--- src/hw/rtl/i2cmbe_pkg.sv ---
// Shared types and constants for the I2C master byte engine.
// No dependencies; every other file of the block but the interface file imports this package.
package i2cmbe_pkg;

	localparam int CFG_ADDR_W  = 4;
	localparam int CFG_DATA_W  = 32;
	localparam int HALF_W      = 16;
	localparam int POLL_W      = 8;
	localparam int PHASE_W     = 4;
	localparam int BITCNT_W    = 4;
	localparam int BYTE_W      = 8;
	localparam int REQ_W       = 3;

	localparam logic [BITCNT_W-1:0] BITS_PER_BYTE = BITCNT_W'(8);

	typedef enum logic [1:0] {
		REG_HALF_PERIOD = 2'd0,
		REG_ACK_TIMEOUT = 2'd1,
		REG_IGNORE_ACK  = 2'd2,
		REG_UNUSED      = 2'd3
	} reg_idx_t;

	typedef enum logic [REQ_W-1:0] {
		CMD_IDLE  = 3'd0,
		CMD_START = 3'd1,
		CMD_STOP  = 3'd2,
		CMD_WRITE = 3'd3,
		CMD_READ  = 3'd4,
		CMD_WAIT  = 3'd5
	} cmd_kind_t;

	typedef enum logic [PHASE_W-1:0] {
		PH_0 = 4'd0,
		PH_1 = 4'd1,
		PH_2 = 4'd2,
		PH_3 = 4'd3,
		PH_4 = 4'd4
	} phase_t;

	localparam logic [HALF_W-1:0] HALF_PERIOD_RST = HALF_W'(5);
	localparam logic [POLL_W-1:0] ACK_TIMEOUT_RST = POLL_W'(250);

	typedef struct packed {
		logic [HALF_W-1:0] half_period_ticks;
		logic [POLL_W-1:0] ack_timeout;
		logic              ignore_ack_mode;
	} cfg_t;

	typedef struct packed {
		logic [REQ_W-1:0]  req_type;
		logic [BYTE_W-1:0] data_byte;
		logic              send_nack;
		logic              sda_in;
	} item_t;

	typedef struct packed {
		logic              scl_out;
		logic              sda_out;
		logic              busy_res;
		logic              done_res;
		logic [BYTE_W-1:0] read_data;
		logic              ack_seen;
		logic              ack_error;
	} result_t;

endpackage

--- src/hw/rtl/i2cmbe_if.sv ---
// Request and result channel interfaces of the I2C master byte engine.
// Depends on nothing; payload widths follow the field definitions.
interface i2cmbe_req_if;
	logic       valid;
	logic       ready;
	logic [2:0] req_type;
	logic [7:0] data_byte;
	logic       send_nack;
	logic       sda_in;

	modport source (output valid, output req_type, output data_byte, output send_nack,
		output sda_in, input ready);
	modport sink (input valid, input req_type, input data_byte, input send_nack,
		input sda_in, output ready);
endinterface

interface i2cmbe_res_if;
	logic       valid;
	logic       ready;
	logic       scl_out;
	logic       sda_out;
	logic       busy_res;
	logic       done_res;
	logic [7:0] read_data;
	logic       ack_seen;
	logic       ack_error;

	modport source (output valid, output scl_out, output sda_out, output busy_res,
		output done_res, output read_data, output ack_seen, output ack_error,
		input ready);
	modport sink (input valid, input scl_out, input sda_out, input busy_res,
		input done_res, input read_data, input ack_seen, input ack_error,
		output ready);
endinterface

--- src/hw/rtl/i2cmbe_cfg_regs.sv ---
// APB-style configuration registers: half period, ack timeout, ack-ignore mode.
// Depends on i2cmbe_pkg.
module i2cmbe_cfg_regs (
	input  logic                                  clk,
	input  logic                                  arst_n,
	input  logic                                  psel,
	input  logic                                  penable,
	input  logic                                  pwrite,
	input  logic [i2cmbe_pkg::CFG_ADDR_W-1:0]     paddr,
	input  logic [i2cmbe_pkg::CFG_DATA_W-1:0]     pwdata,
	output logic [i2cmbe_pkg::CFG_DATA_W-1:0]     prdata,
	output logic                                  pready,
	output i2cmbe_pkg::cfg_t                      cfg
);
	import i2cmbe_pkg::*;

	cfg_t     cfg_q;
	reg_idx_t idx;
	logic     wr_en;

	assign idx    = reg_idx_t'(paddr[3:2]);
	assign wr_en  = psel && penable && pwrite;
	assign pready = 1'b1;
	assign cfg    = cfg_q;

	always_ff @(posedge clk or negedge arst_n) begin
		if (!arst_n) begin
			cfg_q.half_period_ticks <= HALF_PERIOD_RST;
			cfg_q.ack_timeout       <= ACK_TIMEOUT_RST;
			cfg_q.ignore_ack_mode   <= 1'b0;
		end else if (wr_en) begin
			unique case (idx)
				REG_HALF_PERIOD: cfg_q.half_period_ticks <= pwdata[HALF_W-1:0];
				REG_ACK_TIMEOUT: cfg_q.ack_timeout <= pwdata[POLL_W-1:0];
				REG_IGNORE_ACK:  cfg_q.ignore_ack_mode <= pwdata[0];
				REG_UNUSED:      ;
			endcase
		end
	end

	always_comb begin
		unique case (idx)
			REG_HALF_PERIOD: prdata = CFG_DATA_W'(cfg_q.half_period_ticks);
			REG_ACK_TIMEOUT: prdata = CFG_DATA_W'(cfg_q.ack_timeout);
			REG_IGNORE_ACK:  prdata = CFG_DATA_W'(cfg_q.ignore_ack_mode);
			REG_UNUSED:      prdata = '0;
		endcase
	end

endmodule

--- src/hw/rtl/i2cmbe_core.sv ---
// Bus sequencer: command state, phase timing, shifter and result register.
// Depends on i2cmbe_pkg; fed by the input stage of the top level.
module i2cmbe_core (
	input  logic                clk,
	input  logic                arst_n,
	input  logic                fire_s1,
	input  i2cmbe_pkg::item_t   item_s1,
	input  i2cmbe_pkg::cfg_t    cfg,
	output i2cmbe_pkg::result_t res_s2
);
	import i2cmbe_pkg::*;

	cmd_kind_t           kind_q, n_kind;
	phase_t              phase_q, n_phase;
	logic [BITCNT_W-1:0] bits_q, n_bits, bits_inc;
	logic [BYTE_W-1:0]   shift_q, n_shift;
	logic [HALF_W-1:0]   tick_q, n_tick, half;
	logic [HALF_W:0]     tick_inc;
	logic [POLL_W-1:0]   poll_q, n_poll;
	logic                nack_q, n_nack;
	logic                scl_q, n_scl, sda_q, n_sda;
	logic                mode_q, n_mode;
	logic [BYTE_W-1:0]   rd_q, n_rd;
	logic                ack_seen_q, n_ack_seen, ack_err_q, n_ack_err;
	logic                n_done;
	logic                is_cmd;
	result_t             n_res;

	assign half     = (cfg.half_period_ticks == '0) ? HALF_W'(1) : cfg.half_period_ticks;
	assign tick_inc = {1'b0, tick_q} + (HALF_W+1)'(1);
	assign bits_inc = bits_q + BITCNT_W'(1);
	assign is_cmd   = (item_s1.req_type == CMD_START) || (item_s1.req_type == CMD_STOP)
		|| (item_s1.req_type == CMD_WRITE) || (item_s1.req_type == CMD_READ)
		|| (item_s1.req_type == CMD_WAIT);

	always_comb begin
		n_kind     = kind_q;
		n_phase    = phase_q;
		n_bits     = bits_q;
		n_shift    = shift_q;
		n_tick     = tick_q;
		n_poll     = poll_q;
		n_nack     = nack_q;
		n_scl      = scl_q;
		n_sda      = sda_q;
		n_mode     = mode_q;
		n_rd       = rd_q;
		n_ack_seen = ack_seen_q;
		n_ack_err  = ack_err_q;
		n_done     = 1'b0;
		if (kind_q == CMD_IDLE && is_cmd) begin
			n_kind  = cmd_kind_t'(item_s1.req_type);
			n_mode  = cfg.ignore_ack_mode;
			n_bits  = '0;
			n_poll  = '0;
			n_phase = PH_0;
			n_tick  = '0;
			n_scl   = 1'b1;
			n_sda   = 1'b1;
			unique case (cmd_kind_t'(item_s1.req_type))
				CMD_STOP: n_sda = 1'b0;
				CMD_WRITE: begin
					n_shift = item_s1.data_byte;
					n_scl   = !cfg.ignore_ack_mode;
					n_sda   = item_s1.data_byte[BYTE_W-1];
				end
				CMD_READ: begin
					n_shift = '0;
					n_nack  = item_s1.send_nack;
				end
				CMD_WAIT: n_scl = scl_q;
				default: ;
			endcase
		end else if (kind_q == CMD_WAIT && phase_q == PH_2) begin
			if (!item_s1.sda_in) begin
				n_phase = PH_3;
				n_scl   = 1'b0;
				n_sda   = 1'b1;
				n_tick  = '0;
			end else if (poll_q >= cfg.ack_timeout) begin
				n_phase = PH_4;
				n_scl   = 1'b1;
				n_sda   = 1'b0;
				n_tick  = '0;
			end else begin
				n_poll = poll_q + POLL_W'(1);
			end
		end else if (kind_q != CMD_IDLE) begin
			n_tick = tick_inc[HALF_W-1:0];
			if (tick_inc >= {1'b0, half}) begin
				n_tick = '0;
				unique case (kind_q)
					CMD_START: begin
						if (phase_q == PH_0) begin
							n_phase = PH_1;
							n_scl   = 1'b1;
							n_sda   = 1'b0;
						end else begin
							n_scl   = 1'b0;
							n_kind  = CMD_IDLE;
							n_phase = PH_0;
							n_done  = 1'b1;
						end
					end
					CMD_STOP: begin
						n_sda   = 1'b1;
						n_kind  = CMD_IDLE;
						n_phase = PH_0;
						n_done  = 1'b1;
					end
					CMD_WRITE: begin
						if (!mode_q) begin
							if (phase_q == PH_0) begin
								n_phase = PH_1;
								n_scl   = 1'b0;
							end else if (phase_q == PH_1) begin
								n_shift = {shift_q[BYTE_W-2:0], 1'b0};
								n_bits  = bits_inc;
								n_scl   = 1'b1;
								if (bits_inc >= BITS_PER_BYTE) begin
									n_phase = PH_2;
									n_sda   = 1'b1;
								end else begin
									n_phase = PH_0;
									n_sda   = shift_q[BYTE_W-2];
								end
							end else begin
								n_ack_seen = item_s1.sda_in;
								n_scl      = 1'b0;
								n_kind     = CMD_IDLE;
								n_phase    = PH_0;
								n_done     = 1'b1;
							end
						end else begin
							if (phase_q == PH_0) begin
								n_phase = PH_1;
								n_scl   = 1'b1;
							end else begin
								n_shift = {shift_q[BYTE_W-2:0], 1'b0};
								n_bits  = bits_inc;
								n_scl   = 1'b0;
								if (bits_inc >= BITS_PER_BYTE) begin
									n_kind  = CMD_IDLE;
									n_phase = PH_0;
									n_done  = 1'b1;
								end else begin
									n_phase = PH_0;
									n_sda   = shift_q[BYTE_W-2];
								end
							end
						end
					end
					CMD_READ: begin
						if (phase_q == PH_0) begin
							n_shift = {shift_q[BYTE_W-2:0], item_s1.sda_in};
							n_phase = PH_1;
							n_scl   = 1'b0;
							n_sda   = 1'b1;
						end else if (phase_q == PH_1) begin
							n_bits = bits_inc;
							n_scl  = 1'b1;
							if (bits_inc >= BITS_PER_BYTE) begin
								n_phase = PH_2;
								n_sda   = nack_q;
							end else begin
								n_phase = PH_0;
								n_sda   = 1'b1;
							end
						end else begin
							n_scl   = 1'b0;
							n_sda   = 1'b1;
							n_rd    = shift_q;
							n_kind  = CMD_IDLE;
							n_phase = PH_0;
							n_done  = 1'b1;
						end
					end
					CMD_WAIT: begin
						if (phase_q == PH_0) begin
							n_phase = PH_1;
							n_scl   = 1'b1;
							n_sda   = 1'b1;
						end else if (phase_q == PH_1) begin
							n_scl = !mode_q;
							n_sda = 1'b1;
							if (mode_q) begin
								n_phase = PH_3;
							end else begin
								n_phase = PH_2;
								n_poll  = '0;
							end
						end else if (phase_q == PH_3) begin
							n_ack_err = 1'b0;
							n_kind    = CMD_IDLE;
							n_phase   = PH_0;
							n_done    = 1'b1;
						end else if (phase_q == PH_4) begin
							n_sda     = 1'b1;
							n_ack_err = 1'b1;
							n_kind    = CMD_IDLE;
							n_phase   = PH_0;
							n_done    = 1'b1;
						end
					end
					default: begin
						n_kind  = CMD_IDLE;
						n_phase = PH_0;
						n_done  = 1'b1;
					end
				endcase
			end
		end
	end

	always_comb begin
		n_res.scl_out   = n_scl;
		n_res.sda_out   = n_sda;
		n_res.busy_res  = (n_kind != CMD_IDLE);
		n_res.done_res  = n_done;
		n_res.read_data = n_rd;
		n_res.ack_seen  = n_ack_seen;
		n_res.ack_error = n_ack_err;
	end

	always_ff @(posedge clk or negedge arst_n) begin
		if (!arst_n) begin
			kind_q     <= CMD_IDLE;
			phase_q    <= PH_0;
			bits_q     <= '0;
			shift_q    <= '0;
			tick_q     <= '0;
			poll_q     <= '0;
			nack_q     <= 1'b0;
			scl_q      <= 1'b1;
			sda_q      <= 1'b1;
			mode_q     <= 1'b0;
			rd_q       <= '0;
			ack_seen_q <= 1'b0;
			ack_err_q  <= 1'b0;
			res_s2     <= '0;
		end else if (fire_s1) begin
			kind_q     <= n_kind;
			phase_q    <= n_phase;
			bits_q     <= n_bits;
			shift_q    <= n_shift;
			tick_q     <= n_tick;
			poll_q     <= n_poll;
			nack_q     <= n_nack;
			scl_q      <= n_scl;
			sda_q      <= n_sda;
			mode_q     <= n_mode;
			rd_q       <= n_rd;
			ack_seen_q <= n_ack_seen;
			ack_err_q  <= n_ack_err;
			res_s2     <= n_res;
		end
	end

	a_idle_clean: assert property (@(posedge clk) disable iff (!arst_n)
		kind_q == CMD_IDLE |-> phase_q == PH_0 && tick_q == '0)
		else $error("idle with phase or tick count left over");

	a_bits_range: assert property (@(posedge clk) disable iff (!arst_n)
		bits_q <= BITS_PER_BYTE && phase_q <= PH_4)
		else $error("bit count or phase out of range");

	a_done_not_busy: assert property (@(posedge clk) disable iff (!arst_n)
		res_s2.done_res |-> !res_s2.busy_res)
		else $error("done reported while still busy");

	a_poll_lines: assert property (@(posedge clk) disable iff (!arst_n)
		kind_q == CMD_WAIT && phase_q == PH_2 |-> scl_q && sda_q && !mode_q)
		else $error("ack poll without both lines released");

endmodule

--- src/hw/rtl/i2c_master_byte_engine_top.sv ---
// Channel  | Dir | Handshake     | Payload
// req      | in  | valid/ready   | req_type, data_byte, send_nack, sda_in
// res      | out | valid/ready   | scl_out, sda_out, busy_res, done_res, read_data,
//          |     |               | ack_seen, ack_error
// apb      | in  | psel/penable  | paddr, pwdata, prdata (pready tied high)
// Each request passes an input register and one step of the bus sequencer into
// the result register; one request per cycle sustained while res.ready is high.
// The single-entry input and result registers set the rate; a request is taken
// whenever the input register is empty or moves on in the same cycle.
// arst_n clears the sequencer to idle with both lines released; no clearing pass.
// A stalled result holds the sequencer and, one request later, the input.
module i2c_master_byte_engine_top (
	input  logic                              clk,
	input  logic                              arst_n,
	i2cmbe_req_if.sink                        req,
	i2cmbe_res_if.source                      res,
	input  logic                              psel,
	input  logic                              penable,
	input  logic                              pwrite,
	input  logic [i2cmbe_pkg::CFG_ADDR_W-1:0] paddr,
	input  logic [i2cmbe_pkg::CFG_DATA_W-1:0] pwdata,
	output logic [i2cmbe_pkg::CFG_DATA_W-1:0] prdata,
	output logic                              pready
);
	import i2cmbe_pkg::*;

	cfg_t    cfg;
	item_t   item_s1;
	logic    valid_s1;
	logic    res_valid_q;
	logic    advance;
	logic    fire_s1;
	logic    req_fire;
	result_t res_s2;

	assign advance   = !res_valid_q || res.ready;
	assign fire_s1   = valid_s1 && advance;
	assign req.ready = !valid_s1 || advance;
	assign req_fire  = req.valid && req.ready;

	always_ff @(posedge clk or negedge arst_n) begin
		if (!arst_n) begin
			valid_s1 <= 1'b0;
		end else if (req_fire) begin
			valid_s1 <= 1'b1;
		end else if (fire_s1) begin
			valid_s1 <= 1'b0;
		end
	end

	always_ff @(posedge clk) begin
		if (req_fire) begin
			item_s1.req_type  <= req.req_type;
			item_s1.data_byte <= req.data_byte;
			item_s1.send_nack <= req.send_nack;
			item_s1.sda_in    <= req.sda_in;
		end
	end

	always_ff @(posedge clk or negedge arst_n) begin
		if (!arst_n) begin
			res_valid_q <= 1'b0;
		end else if (advance) begin
			res_valid_q <= valid_s1;
		end
	end

	i2cmbe_cfg_regs u_cfg (
		.clk     (clk),
		.arst_n  (arst_n),
		.psel    (psel),
		.penable (penable),
		.pwrite  (pwrite),
		.paddr   (paddr),
		.pwdata  (pwdata),
		.prdata  (prdata),
		.pready  (pready),
		.cfg     (cfg)
	);

	i2cmbe_core u_core (
		.clk     (clk),
		.arst_n  (arst_n),
		.fire_s1 (fire_s1),
		.item_s1 (item_s1),
		.cfg     (cfg),
		.res_s2  (res_s2)
	);

	assign res.valid     = res_valid_q;
	assign res.scl_out   = res_s2.scl_out;
	assign res.sda_out   = res_s2.sda_out;
	assign res.busy_res  = res_s2.busy_res;
	assign res.done_res  = res_s2.done_res;
	assign res.read_data = res_s2.read_data;
	assign res.ack_seen  = res_s2.ack_seen;
	assign res.ack_error = res_s2.ack_error;

	a_stage_hold: assert property (@(posedge clk) disable iff (!arst_n)
		valid_s1 && !advance |=> valid_s1)
		else $error("input stage dropped a request under stall");

	a_result_from_stage: assert property (@(posedge clk) disable iff (!arst_n)
		advance && !valid_s1 |=> !res_valid_q)
		else $error("result shown without a request behind it");

	a_no_overrun: assert property (@(posedge clk) disable iff (!arst_n)
		req_fire && valid_s1 |-> fire_s1)
		else $error("request taken over an occupied input stage");

endmodule

--- src/flat_wrapper.sv ---
// flat-port wrapper written by rule: the top's interface ports become plain ports
module i2c_master_byte_engine_top_flat import i2cmbe_pkg::*;
  (clk, arst_n, psel, penable, pwrite, paddr, pwdata, prdata, pready, req_valid, req_req_type, req_data_byte, req_send_nack, req_sda_in, req_ready, res_valid, res_scl_out, res_sda_out, res_busy_res, res_done_res, res_read_data, res_ack_seen, res_ack_error, res_ready);
  i2cmbe_req_if req_i ();
  i2cmbe_res_if res_i ();
  input  logic clk;
  input  logic arst_n;
  input  logic psel;
  input  logic penable;
  input  logic pwrite;
  input  logic [i2cmbe_pkg::CFG_ADDR_W-1:0] paddr;
  input  logic [i2cmbe_pkg::CFG_DATA_W-1:0] pwdata;
  output logic [i2cmbe_pkg::CFG_DATA_W-1:0] prdata;
  output logic pready;
  input wire logic [$bits(req_i.valid)-1:0] req_valid;
  input wire logic [$bits(req_i.req_type)-1:0] req_req_type;
  input wire logic [$bits(req_i.data_byte)-1:0] req_data_byte;
  input wire logic [$bits(req_i.send_nack)-1:0] req_send_nack;
  input wire logic [$bits(req_i.sda_in)-1:0] req_sda_in;
  output wire logic [$bits(req_i.ready)-1:0] req_ready;
  output wire logic [$bits(res_i.valid)-1:0] res_valid;
  output wire logic [$bits(res_i.scl_out)-1:0] res_scl_out;
  output wire logic [$bits(res_i.sda_out)-1:0] res_sda_out;
  output wire logic [$bits(res_i.busy_res)-1:0] res_busy_res;
  output wire logic [$bits(res_i.done_res)-1:0] res_done_res;
  output wire logic [$bits(res_i.read_data)-1:0] res_read_data;
  output wire logic [$bits(res_i.ack_seen)-1:0] res_ack_seen;
  output wire logic [$bits(res_i.ack_error)-1:0] res_ack_error;
  input wire logic [$bits(res_i.ready)-1:0] res_ready;
  assign req_i.valid = req_valid;
  assign req_i.req_type = req_req_type;
  assign req_i.data_byte = req_data_byte;
  assign req_i.send_nack = req_send_nack;
  assign req_i.sda_in = req_sda_in;
  assign req_ready = req_i.ready;
  assign res_valid = res_i.valid;
  assign res_scl_out = res_i.scl_out;
  assign res_sda_out = res_i.sda_out;
  assign res_busy_res = res_i.busy_res;
  assign res_done_res = res_i.done_res;
  assign res_read_data = res_i.read_data;
  assign res_ack_seen = res_i.ack_seen;
  assign res_ack_error = res_i.ack_error;
  assign res_i.ready = res_ready;
  i2c_master_byte_engine_top u_core (.clk(clk), .arst_n(arst_n), .req(req_i), .res(res_i), .psel(psel), .penable(penable), .pwrite(pwrite), .paddr(paddr), .pwdata(pwdata), .prdata(prdata), .pready(pready));
endmodule
--- config.mk ---
export PLATFORM = sky130hd
export DESIGN_NAME = i2c_master_byte_engine_top_flat
export DESIGN_NICKNAME = d
export VERILOG_FILES = /design/src/hw/rtl/i2cmbe_pkg.sv /design/src/hw/rtl/i2cmbe_if.sv /design/src/hw/rtl/i2cmbe_cfg_regs.sv /design/src/hw/rtl/i2cmbe_core.sv /design/src/hw/rtl/i2c_master_byte_engine_top.sv /design/src/flat_wrapper.sv
export SDC_FILE = /design/constraint.sdc
export NUM_CORES = 1
export LEC_CHECK = 0
export BUFFER_PORTS_ARGS = -buffer_cell sky130_fd_sc_hd__buf_2
export CORE_MARGIN = 4
export CORE_UTILIZATION = 45
export CTS_BUF_LIST = sky130_fd_sc_hd__clkbuf_4 sky130_fd_sc_hd__clkbuf_8
export CTS_CLUSTER_DIAMETER = 30
export DETAILED_ROUTE_END_ITERATION = 8
export GPL_ROUTABILITY_DRIVEN = 0
export GPL_TIMING_DRIVEN = 0
export PLACE_DENSITY_LB_ADDON = 0.1
export RECOVER_POWER = 100
export SLEW_MARGIN = 20
export SYNTH_ARGS = -nofsm -noshare
export SYNTH_HDL_FRONTEND = slang
export SYNTH_SLANG_ARGS = --single-unit
--- constraint.sdc ---
create_clock -name clk -period 4.7 [get_ports clk]
set_clock_uncertainty 0.15 [all_clocks]
set_input_delay 0.47 -clock clk [delete_from_list [all_inputs] [get_ports clk]]
set_output_delay 0.47 -clock clk [all_outputs]
set_load 0.01 [all_outputs]
**Yosys cells after proc, flatten, opt, wreduce, memory -nomap -nowiden**

Cells that the tools add are included.

- Flip-flop bits (word level): 101
- Input port bits: 56

- Reduce and logical (&&, ||, !) cells: 44
- Muxes and demuxes: 125
- Eq/ne operators: 29
- $lt $le $gt $ge: 3
- Bitwise gates (word level): 5
- Add/subtract/negate cells: 3

Operators with widths:

| operator | number |
|---|---|
| $mux 8 | 19 |
| $pmux 32 s4 | 1 |
| $mux 16 | 7 |
| $mux 4 | 21 |
| $mux 1 | 52 |
| $mux 3 | 14 |
| $reduce_and 9->1 | 4 |
| $pmux 8 s2 | 2 |
| $reduce_bool 3->1 | 7 |
| $ne 3x3->1 const B | 6 |
| $add 16x1->17 const B | 1 |
| $ge 17x16->1 | 1 |
| $logic_not 16->1 | 1 |
| $pmux 4 s4 | 1 |
| $eq 3x2->1 const B | 4 |
| $eq 3x3->1 const B | 4 |
| $pmux 3 s4 | 1 |
| $add 8x1->8 const B | 1 |
| $eq 4x2->1 const B | 2 |
| $ge 8x8->1 | 1 |
| $ne 4x4->1 const B | 2 |
| $pmux 1 s4 | 2 |
| $pmux 4 s2 | 1 |
| $reduce_and 2->1 | 4 |
| 26 further kinds | 50 |

**Longest topological paths before layout**

Gate-level depths: netlist of run 1.

- Depth in word-level cells: 11
- Mapped depth: 16
- Mapped depth without buffers: 15

**Hierarchy**

From an unflattened synthesis of run 1, not the netlist that was laid out.

- Cell total of the unflattened synthesis: 641
- Area total of the unflattened synthesis: 6271.0 µm²

Modules (own cells, without submodules):

| module | cells an instance | area an instance (µm²) | instances |
|---|---|---|---|
| i2cmbe_core | 518 | 4478.0 | 1 |
| i2cmbe_cfg_regs | 102 | 1298.7 | 1 |
| i2c_master_byte_engine_top | 21 | 494.2 | 1 |

**Worst setup path before layout of run 1**

OpenSTA, ideal clock, no wires.

- Kind: flip-flop to flip-flop
- Start: register u_core.u_core.tick_q[0]
- End: register u_core.u_core.phase_q[0]
- Buffers on the path: 1
- Data required time: 4.425 ns
- Data arrival time: 3.225 ns
- Setup time: 0.125 ns
- Cell stages (with the launch flop): 15
- Path slack: 1.200 ns
- Period minus slack after synthesis: 3.500 ns
- Cell sequence: dfrtp_1 ha_1 nand3_1 nor4_4 nand3_1 xnor2_1 ha_1 a21o_1 a21o_1 a211oi_1 o311a_1 buf_4 nand3_2 nand3_1 mux2_2

- Cells in the longest elaborated chain, start to end: 4

RTL lines:

| what | RTL line | text |
|---|---|---|
| start: declaration | i2cmbe_core.sv:17 | `logic [HALF_W-1:0] tick_q, n_tick, half;` |
| start signal: assignment | i2cmbe_core.sv:246 | `tick_q <= n_tick;` |
| $add 16x1->17 | i2cmbe_core.sv:30 | `assign tick_inc = {1'b0, tick_q} + (HALF_W+1)'(1);` |
| $ge 17x16->1 | i2cmbe_core.sv:90 | `if (tick_inc >= {1'b0, half}) begin` |
| $reduce_bool 3->1 (no line) | - |  |
| $reduce_and 5->1 (no line) | - |  |
| end signal: assignment | i2cmbe_core.sv:243 | `phase_q <= n_phase;` |
| end: declaration | i2cmbe_core.sv:14 | `phase_t phase_q, n_phase;` |

Every way passes these cells.
A chain may end at the register's enable or synchronous reset.

**Worst setup path in the final report of run 1**

- Start: register u_core.u_core.tick_q[0]
- End: register u_core.u_core.tick_q[4]

- Cells in the longest elaborated chain, start to end: 6

RTL lines:

| what | RTL line | text |
|---|---|---|
| $add 16x1->17 * | i2cmbe_core.sv:30 |  |
| $ge 17x16->1 | i2cmbe_core.sv:90 |  |
| $mux 16 * | i2cmbe_core.sv:90 |  |
| $mux 16 * | i2cmbe_core.sv:88 | `end else if (kind_q != CMD_IDLE) begin` |
| $mux 16 * | i2cmbe_core.sv:74 | `end else if (kind_q == CMD_WAIT && phase_q == PH_2) begin` |
| $mux 16 * | i2cmbe_core.sv:51 | `if (kind_q == CMD_IDLE && is_cmd) begin` |

Mark *: on every way between the ends. The rest lies on a longest branch, timed or not. The select of a mux whose other input is x is not followed.

==> results.ini, run 1 <==
[logic_synthesis]
synth-warning-count=0
yosysSeqAreaShare_pct=43.58
synth_cell_types=67
ys_top_cells_by_area=dfrtp_1, edfxtp_1, ha_1
avgSynthCellArea_um2=9.095
synth_edf_count=13
synth_top_cell_area_share_pct=32.54
synthCells=651
yosys.area.top_type=dfrtp_1
yosys_register_bits=100
synth_flop_cell=dfrtp_1
synth_area_mm2=0.005921
async_flop_share_pct=87.00
synth_common_cells=dfrtp_1, nand2_1, o21ai_0
synth_most_common_cell=dfrtp_1

[global_routing]
grt_pass1_vias=4993
grt-ovfl-total=0
grt_max_degree=58
grt_pass1_wl_mm=24.03
grt_usage_pct=20.03
antenna_found_initial=0

[floorplanning]
core_mm2=0.01277
pin_count=105
die_h_um=122.7
start_util_pct=46.35
std_cell_rows=41
dieWidth_um=122.7
die_area_mm2=0.01506

[timing]
setup_tns_ps=0
finalCritPeriodShare_pct=93.13
setup_viol=0
period_needed_ps=4377
drv_slew=32
slew_headroom_pct=-14.16
rsz0062_at_grt=false
tightest_slew_ps=1712
final_hold_viol_count=0
whs_ps=103.5
clock.fmax_ghz=0.2285

[critical_path]
arrival_ps=4550
required_ps=4870
crit_path_end_kind=register
startpoint=u_core.u_core.tick_q[0]
critical_path_class=register to register
critPathLaunchType=register
critPathMaxFanout=10
r2r_start=u_core.u_core.tick_q[0]

[detailed_routing]
viasPerCell=5.596
detail-route-antenna-nets=0
drt-pass1-iter-count=6
drt_iter0_markers=575
drc=0
drt-total-wl_mm=14.83
wl_per_cell_um=16.04
vias=5176

[cts]
htreeDepth=3
cts_buffers=9
clkTransAtPathRegs_ps=100
cts.path.max_buffers=2
cts-root-buf=clkbuf_8
cts_sinks=100
clock_latency_ps=400
cts_tree=done
post_cts_resized=0

[power]
p_leak_uw=0.003030
p_per_area_mw_per_mm2=365.7
vdd_drop_max_mv=0.2348

[final_layout]
drive_above_1_share_pct=14.21
fin_nets=831
n_fill_cell=1217
n_antenna_cell=0
syn2layout_area_growth_pct=12.49
layoutNonFillerInstCount=925

[min_path]
hold_path.class=input port to register
worstHoldStart=req_req_type[1]

[placement]
dp_cells=908
place_hpwl_mm=11.37
port_buffers=69

[status]
run_status=finished, violations left
violations=capacitance limit, slew limit

[run]
cap_viol_max_count=1

==> stage by stage <==
stage,instance area (um2),worst slack (ps),utilization [%],power [uW]
floorplan,5977,1200,-,1650
global placement,6538,512.1,51.18,1863
detailed placement,6568,428.9,51.42,1890
CTS,6773,367.7,53.02,2461
global route,6660,65.19,52.14,2601
finish,6660,322.9,52.14,2435
==> power breakdown <==
part           leakage, uW  switching, uW  internal [uW]
clock network     0.000104            354            213
registers          0.00122            136           1030
logic              0.00170            421            279
total              0.00303            911           1520
==> area by class of cell <==
cell class	instances	area (um2)	share of cell area (%)
timing repair buffer	71	316.6	4.753
inverter	31	116.4	1.747
clock buffer	9	123.9	1.860
tap	172	215.2	3.231
sequential	100	2580	38.74
multi-input combinational	486	2980	44.75
clock inverter	7	71.32	1.071
buffer	49	256.5	3.851
==> layer usage <==
| metal | up-vias | global-route usage [%] | part of all wire (%) |
|---|---|---|---|
| li1 | 2491 | - | - |
| met1 | 2439 | 25.83 | 44 |
| met2 | 216 | 33.69 | 47 |
| met3 | 30 | 3.594 | 6.9 |
| met4 | 0 | 7.208 | 2.4 |
| met5 | - | 0 | 0 |
==> layout by cell type (no fill, tap or decap), types with 4 or more instances in the layout <==
cell type,synthesis,routed
xor2_1,5,5
a41oi_1,4,4
a31oi_1,12,12
a21o_1,5,5
nor2b_1,7,7
nand2_1,72,73
nand4_1,8,8
conb_1,2,17
o31ai_1,4,4
clkbuf_1,24,61
inv_8,0,5
buf_4,18,18
a21oi_1,29,31
ha_1,27,27
nand2b_1,8,8
buf_2,4,37
xnor2_1,10,10
dfrtp_1,77,77
nor2_1,53,53
nand3_1,34,34
clkbuf_8,0,9
mux2i_1,11,11
a22o_1,8,8
mux2_2,18,18
and3_1,7,7
nor3_1,20,22
nor4_1,6,6
inv_1,31,31
edfxtp_1,13,13
dfstp_2,10,10
o21ai_0,62,62
==> flip-flops by register name (all words and copies together) (netlist names) <==
register,flops
u_core.u_core.res_s2,4
u_core.u_core.scl_q,1
u_core.u_core.shift_q,8
u_core.u_core.bits_q,4
u_core.item_s1,13
u_core.u_core.nack_q,1
u_core.u_core.sda_q,1
u_core.u_core.phase_q,3
u_core.u_core.ack_seen_q,1
u_core.u_core.ack_err_q,1
u_core.u_core.mode_q,1
u_core.u_core.poll_q,8
u_core.u_core.rd_q,8
u_core.res.valid,1
u_core.valid_s1,1
u_core.u_cfg.cfg,25
u_core.u_core.kind_q,3
u_core.u_core.tick_q,16
==> path summary, 6_finish.rpt <==
path                                            end  slack, ps  cells past startpoint
max                         u_core.u_core.tick_q[4]        320                     14
min                              u_core.item_s1[11]        100                      1
max reg2reg                 u_core.u_core.tick_q[4]        320                     14
min reg2reg                    u_core.u_core.nack_q        360                      1
max in group asynchronous  u_core.u_core.shift_q[2]       1320                      3
min in group asynchronous  u_core.u_core.phase_q[1]        900                      2
==> critical path, cell delays in order (launching register included) <==
cell and delay (ps):
dfrtp_1 490, ha_1 330, nand3_1 200, nor4_4 410, nand3_1 160, xnor2_1 270, ha_1 310, a21o_1 190
a21o_1 170, a211oi_1 170, o311a_1 300, buf_4 210, nand3_2 220, nor2_1 520, a22o_1 220
==> cells by family (layout without fill, tap and decap cells) <==
| group | count (synthesis) | count (layout) | share of synthesized area, % |
|---|---|---|---|
| flip-flops | 100 | 100 | 43.58 |
| multiplexers | 29 | 29 | 5.283 |
| AO/OA/AOI/OAI | 158 | 158 | 16.84 |
| adder cells (fa/ha/maj) | 27 | 27 | 5.706 |
| other | 2 | 17 | 0.1268 |
| AND/OR/NAND/NOR | 240 | 240 | 19.80 |
| XOR/XNOR | 15 | 15 | 2.219 |
| buffers and inverters | 80 | 167 | 6.445 |
==> repair_timing <==
action | 4_1_cts | 5_1_grt
hold buffers | 1 | 0
endpoints found under the hold margin | 28 | 0
setup buffers | 0 | 0
No activity file was read; power rests on OpenSTA's default activity.
==> run 2, diff against run 1 <==
ABC_AREA = 1   (was default)
==> results.ini, run 2 <==
[status]
run_status=finished, violations left
violations=capacitance limit, slew limit

[critical_path]
critPathMaxFanout=10  ; unchanged
arrival_ps=4150  ; -400 ps
critPathBufInv=5  ; +4
regToRegEndpoint=u_core.u_core.rd_q[6]
crit_path_end_kind=register
rr_worst_depth=20  ; +6
critical_path_class=register to register
critical_path.endpoint=u_core.u_core.rd_q[6]
cpMostUsedCell=nand2_1
path_cells=ha_1 -> nand2_1 -> inv_2 -> nand4_2 -> nor3_1 -> nand3_1 -> xor2_1 -> inv_1 -> ha_1 -> inv_1 -> nor3_1 -> nand2_1 -> nand2_1 -> nand2_1 -> nand3_1 -> clkbuf_1 -> nand3_2 -> buf_2 -> nand2_1 -> o21ai_0
max_stage_delay_ps=430  ; -90 ps
slowest_stage=dfrtp_1
critPathLaunchType=register
crit_family=simple AND/OR/NAND/NOR gates
critical_path_cell_count=20  ; +6
required_ps=4810  ; -60 ps
startpoint=u_core.u_core.tick_q[0]
reg2reg_slack_ps=660  ; +340 ps
r2r_start=u_core.u_core.tick_q[0]

[final_layout]
mostFrequentLayoutCell=nand2_1
final_area_mm2=0.006769  ; +1.6%
utilization_pct=52.57  ; +0.43 points
largest_reg_flops=25  ; unchanged
ff_latch_area_mm2=0.002580  ; unchanged
multi_input_area_mm2=0.002823  ; -5.3%
n_fill_cell=1267  ; +4.1%
drive_above_1_share_pct=12.98  ; -1.2 points
final_cell_mix=nand2_1, inv_1, dfrtp_1
n_antenna_cell=0  ; unchanged
syn2layout_area_growth_pct=12.43  ; about the same
fin_nets=941  ; +13%

[cts]
cts_tree=done
cts_buffers=9  ; unchanged
htreeDepth=3  ; unchanged
clkTransAtPathRegs_ps=100  ; about the same
cts.path.max_buffers=2  ; unchanged
cts-root-buf=clkbuf_8
clock_latency_ps=380  ; -20 ps
cts_sinks=100  ; unchanged

[logic_synthesis]
synth_area_mm2=0.006021  ; +1.7%
synth_common_cells=nand2_1, inv_1, dfrtp_1
ys_top_cells_by_area=dfrtp_1, nand2_1, inv_1
yosys.area.top_type=dfrtp_1
synth-warning-count=0  ; unchanged
synth_top_cell_area_share_pct=32.00  ; -0.54 points
synth_cell_types=54  ; -19%
synthCells=761  ; +17%
yosys_register_bits=100  ; unchanged
yosysSeqAreaShare_pct=42.85  ; -0.72 points
avgSynthCellArea_um2=7.912  ; -13%
synth_most_common_cell=nand2_1
synth_edf_count=13  ; unchanged
synth_flop_cell=dfrtp_1
async_flop_share_pct=87.00  ; unchanged

[detailed_routing]
drt-pass1-iter-count=5  ; -1
detail-route-antenna-nets=0  ; unchanged
drt-total-wl_mm=14.64  ; -1.3%
wl_per_cell_um=14.14  ; -12%
drt_iter0_markers=361  ; -37%
viasPerCell=5.132  ; -8.3%
drc=0  ; unchanged
vias=5312  ; +2.6%

[power]
power_uw=3196  ; +31%
p_leak_uw=0.003414  ; +13%
p_per_area_mw_per_mm2=472.2  ; +29%
vdd_drop_max_mv=0.1668  ; -29%

[min_path]
min_path_cells=1  ; unchanged
hold_path.class=input port to register

[run]
cap_viol_max_count=1  ; unchanged

[timing]
clock.fmax_ghz=0.2476  ; +8.4%
tightest_slew_ps=1828  ; +115.7 ps
setup_viol=0  ; unchanged
setup_tns_ps=0  ; unchanged
slew_headroom_pct=-21.87  ; -7.7 points
finalCritPeriodShare_pct=85.93  ; -7.2 points
final_hold_viol_count=0  ; unchanged
rsz0062_at_grt=false
drv_slew=35  ; +9.4%
period_needed_ps=4039  ; -338.6 ps
whs_ps=110.6  ; +7.055 ps

[global_routing]
grt_max_degree=55  ; -5.2%
antenna_found_initial=0  ; unchanged
grt_pass1_wl_mm=24.15  ; +0.49%
grt_usage_pct=20.13  ; +0.10 points
grt_pass1_vias=4983  ; -0.20%
grt-ovfl-total=0  ; unchanged

[placement]
placed_area_mm2=0.006668  ; +1.5%
port_buffers=69  ; unchanged
place_hpwl_mm=11.50  ; +1.1%

[floorplanning]
die_area_mm2=0.01529  ; +1.6%
die_h_um=123.7  ; +0.79%
dieWidth_um=123.7  ; +0.79%
std_cell_rows=41  ; unchanged
start_util_pct=46.76  ; +0.41 points
pin_count=105  ; unchanged
core_mm2=0.01288  ; +0.80%

==> run 2: changes by cell type in the layout (fill, tap and decap cells not counted), moves of 11 or more <==
cell / before / now
nor2_1: 53 / 66
mux2_2: 18 / 1
clkbuf_1: 61 / 43
nand2_1: 73 / 182
nor3_1: 22 / 11
inv_1: 31 / 107
o22ai_1: 2 / 15
==> run 2: metrics by stage <==
step	setup slack [ps]	instances
finish	661.4	1035
global route	221.9	1035
CTS	852.4	1035
detailed placement	909.3	1018
global placement	992.5	1017
floorplan	1587	776
==> run 2: logic make-up after synthesis <==
kind of cell | Yosys count | share of synthesized area [%]
compound gates | 136 | 13.22
xor+xnor | 16 | 2.328
fa+ha+maj | 27 | 5.611
buf+inv | 147 | 10.66
flops | 100 | 42.85
mux | 4 | 0.6858
other cells | 2 | 0.1247
simple gates | 329 | 24.52
==> run 2: cell type report <==
type | instances | area share [%]
clock inverters | 7 | 1.109
well taps | 172 | 3.179
inverters | 115 | 6.451
multi-input cells | 529 | 41.70
repair buffers | 71 | 4.695
plain buffers | 32 | 2.921
clock buffers | 9 | 1.830
flip-flops and latches | 100 | 38.11
==> run 2: worst min path at each step <==
| stage | from | slack (ps) | end |
|---|---|---|---|
| 2_1_floorplan | arst_n | 20 | u_core.res.valid |
| 6_report | req_req_type[2] | 110 | u_core.item_s1[12] |
| 3_5_place_dp | arst_n | 310 | u_core.u_core.tick_q[9] |
| 5_1_grt | req_req_type[2] | 80 | u_core.item_s1[12] |
| 3_3_place_gp | u_core.u_core.shift_q[0] | 310 | u_core.u_core.shift_q[0] |
| 4_1_cts | req_data_byte[5] | 90 | u_core.item_s1[7] |
==> run 2: per-layer routing <==
layer	track usage (%)	routed length, um	vias up
li1	-	-	2654
met3	2.952	777	19
met4	6.713	234	0
met1	29.09	7107	2487
met2	31.06	6520	152
met5	0	0	-
==> run 2: what timing repair did <==
| action | in CTS | in global routing |
|---|---|---|
| buffers inserted | 0 | 0 |
| resized for setup | 0 | 0 |
| endpoints found under the hold margin | 25 | 0 |
| hold buffers | 1 | 0 |
==> run 2: power by group <==
| part | internal (uW) | switching, uW |
|---|---|---|
| sequential | 1090 | 183 |
| combinational | 464 | 890 |
| clock | 248 | 318 |
==> run 3, diff against run 2 <==
CORE_UTILIZATION = 52   (was 45)
==> results.ini, run 3 (synthesis results as in run 2) <==
[final_layout]
largest_reg_flops=25  ; unchanged
fin_nets=941  ; unchanged
final_cell_mix=nand2_1, inv_1, dfrtp_1
n_antenna_cell=0  ; unchanged
mostFrequentLayoutCell=nand2_1
utilization_pct=59.02  ; +6.4 points
drive_above_1_share_pct=13.09  ; +0.12 points
syn2layout_area_growth_pct=11.45

[floorplanning]
dieWidth_um=115.6  ; -6.5%
pin_count=105  ; unchanged
die_h_um=115.6  ; -6.5%
die_area_mm2=0.01336  ; -13%
start_util_pct=52.95  ; +6.2 points
core_mm2=0.01137  ; -12%
std_cell_rows=39  ; -4.9%

[power]
vdd_drop_max_mv=0.2478  ; +49%
clkPwrFrac_pct=16.6  ; -1.1 points
internal_power_uw=1760  ; -2.5%
combPwrFrac_pct=42.8  ; +0.5 points
p_leak_uw=0.003409  ; -0.13%
seqPwrFrac_pct=40.5  ; +0.6 points
switchingPower_uw=1378  ; -0.94%
p_per_area_mw_per_mm2=467.6  ; -0.97%
switching_share_pct=43.92  ; +0.39 points

[critical_path]
critPathLaunchType=register
crit_path_end_kind=register
arrival_ps=4150  ; about the same
max_stage_delay_ps=430  ; about the same
path_cells=ha_1 -> nand2_1 -> inv_1 -> nand4_1 -> nor3_1 -> nand2_1 -> xor2_1 -> inv_1 -> ha_1 -> a21oi_1 -> o21bai_1 -> a21oi_1 -> nand3_1 -> o21ai_0 -> nand2_1 -> nand2_1 -> buf_2 -> o21ai_0
critical_path_class=register to register
critPathMaxFanout=10  ; unchanged
cpMostUsedCell=nand2_1
slowest_stage=dfrtp_1
required_ps=4820  ; about the same

[timing]
clock.fmax_ghz=0.2478  ; about the same
rsz0062_at_grt=false
finalCritPeriodShare_pct=85.85  ; about the same
setup_viol=0  ; unchanged
drv_slew=33  ; -5.7%
period_needed_ps=4035  ; -3.647 ps
final_hold_viol_count=0  ; unchanged
tightest_slew_ps=1753  ; -75.59 ps
setup_tns_ps=0  ; unchanged
slew_headroom_pct=-16.83  ; +5.0 points

[global_routing]
use_met2_pct=35.15  ; +4.1 points
grt_max_degree=57  ; +3.6%
grt_pass1_vias=4984  ; +0.020%
grt_use_met3_pct=5.222  ; +2.3 points
antenna_found_initial=0  ; unchanged
grt-ovfl-total=0  ; unchanged
busiest_layer=met2
grt_use_met1_pct=31.54  ; +2.4 points
grt_pass1_wl_mm=23.54  ; -2.5%
grt_usage_pct=22.23  ; +2.1 points

[detailed_routing]
drt-pass1-iter-count=5  ; unchanged
wl_per_cell_um=14.14  ; about the same
drt_iter0_markers=322  ; -11%
viasPerCell=5.265  ; +2.6%
vias=5297  ; -0.28%
drt-total-wl_mm=14.22  ; -2.8%
drc=0  ; unchanged
detail-route-antenna-nets=0  ; unchanged

[cts]
postCtsHoldBufs=1  ; unchanged
cts_tree=done
cts_sinks=100  ; unchanged
cts_setup_buffers=0  ; unchanged
htreeDepth=3  ; unchanged
cts-root-buf=clkbuf_8
clkTransAtPathRegs_ps=100  ; about the same
clock_latency_ps=390  ; about the same
cts_buffers=9  ; unchanged
post_cts_resized=0  ; unchanged
cts.path.max_buffers=2  ; unchanged

[status]
violations=capacitance limit, slew limit
run_status=finished, violations left

[placement]
port_buffers=69  ; unchanged
place_hpwl_mm=11.09  ; -3.6%

[min_path]
hold_path.class=input port to register

[run]
cap_viol_max_count=1  ; unchanged

==> run 3: changes by cell type in the layout (fill, tap and decap cells not counted), sizes merged <==
cell / delta
inv: +2
bufinv: -1
clkbuf: -1
clkinv: -2
buf: +2
==> run 3: power groups by stage <==
stage | clock network, uW | logic, uW | registers (uW)
after floorplan | 0 | 1020 | 1250
after global placement | 0 | 1310 | 1280
after detailed placement | 0 | 1360 | 1280
after CTS | 540 | 1360 | 1270
after global routing | 574 | 1540 | 1300
final | 522 | 1340 | 1270
==> run 3: area by class of cell <==
type,count,area [um2]
fillers,1060,4659
multi-input cells,529,2816
flip-flops and latches,100,2580
inverters,115,436.7
repair buffers,71,320.3
plain buffers,32,200.2
well taps,143,178.9
clock buffers,10,131.4
clock inverters,6,46.29
==> run 3: per-stage QoR <==
stage               hold WS, ps  setup WS (ps)  area, um2  cells  power [uW]
floorplan                 24.41           1587       6077    776        2270
global route              72.87          280.7       6710   1006        3415
global placement          306.1          982.2       6601    988        2590
detailed placement        298.0          907.3       6631    989        2644
finish                    100.4          665.1       6710   1006        3138
CTS                       75.53          876.5       6819   1006        3176
==> run 3: final timing paths <==
kind	from	end	slack, ps	depth (start not counted)
min in group asynchronous	arst_n	u_core.u_core.tick_q[9]	930	2
worst max register to register	u_core.u_core.tick_q[0]	u_core.u_core.shift_q[5]	670	18
worst min-delay path	req_sda_in	u_core.item_s1[0]	100	1
max in group asynchronous	arst_n	u_core.u_core.bits_q[2]	1300	3
worst max-delay path	u_core.u_core.tick_q[0]	u_core.u_core.shift_q[5]	670	18
worst min register to register	u_core.u_core.ack_err_q	u_core.u_core.ack_err_q	340	2
==> run 3: worst max-delay path, delay by kind of cell, from the launching register on <==
family                   cells  cell delay [ps]
AO/OA/AOI/OAI                5              880
buffers and inverters        3              430
flip-flops                   1              430
AND/OR/NAND/NOR              7             1290
adder cells (fa/ha/maj)      2              510
XOR/XNOR                     1              220
==> run 3: per-layer routing <==
metal  part of all wire [%]  wire length, um
met1                     47             6648
met2                     46             6546
met5                      0                0
met4                    1.0              148
met3                    6.2              881
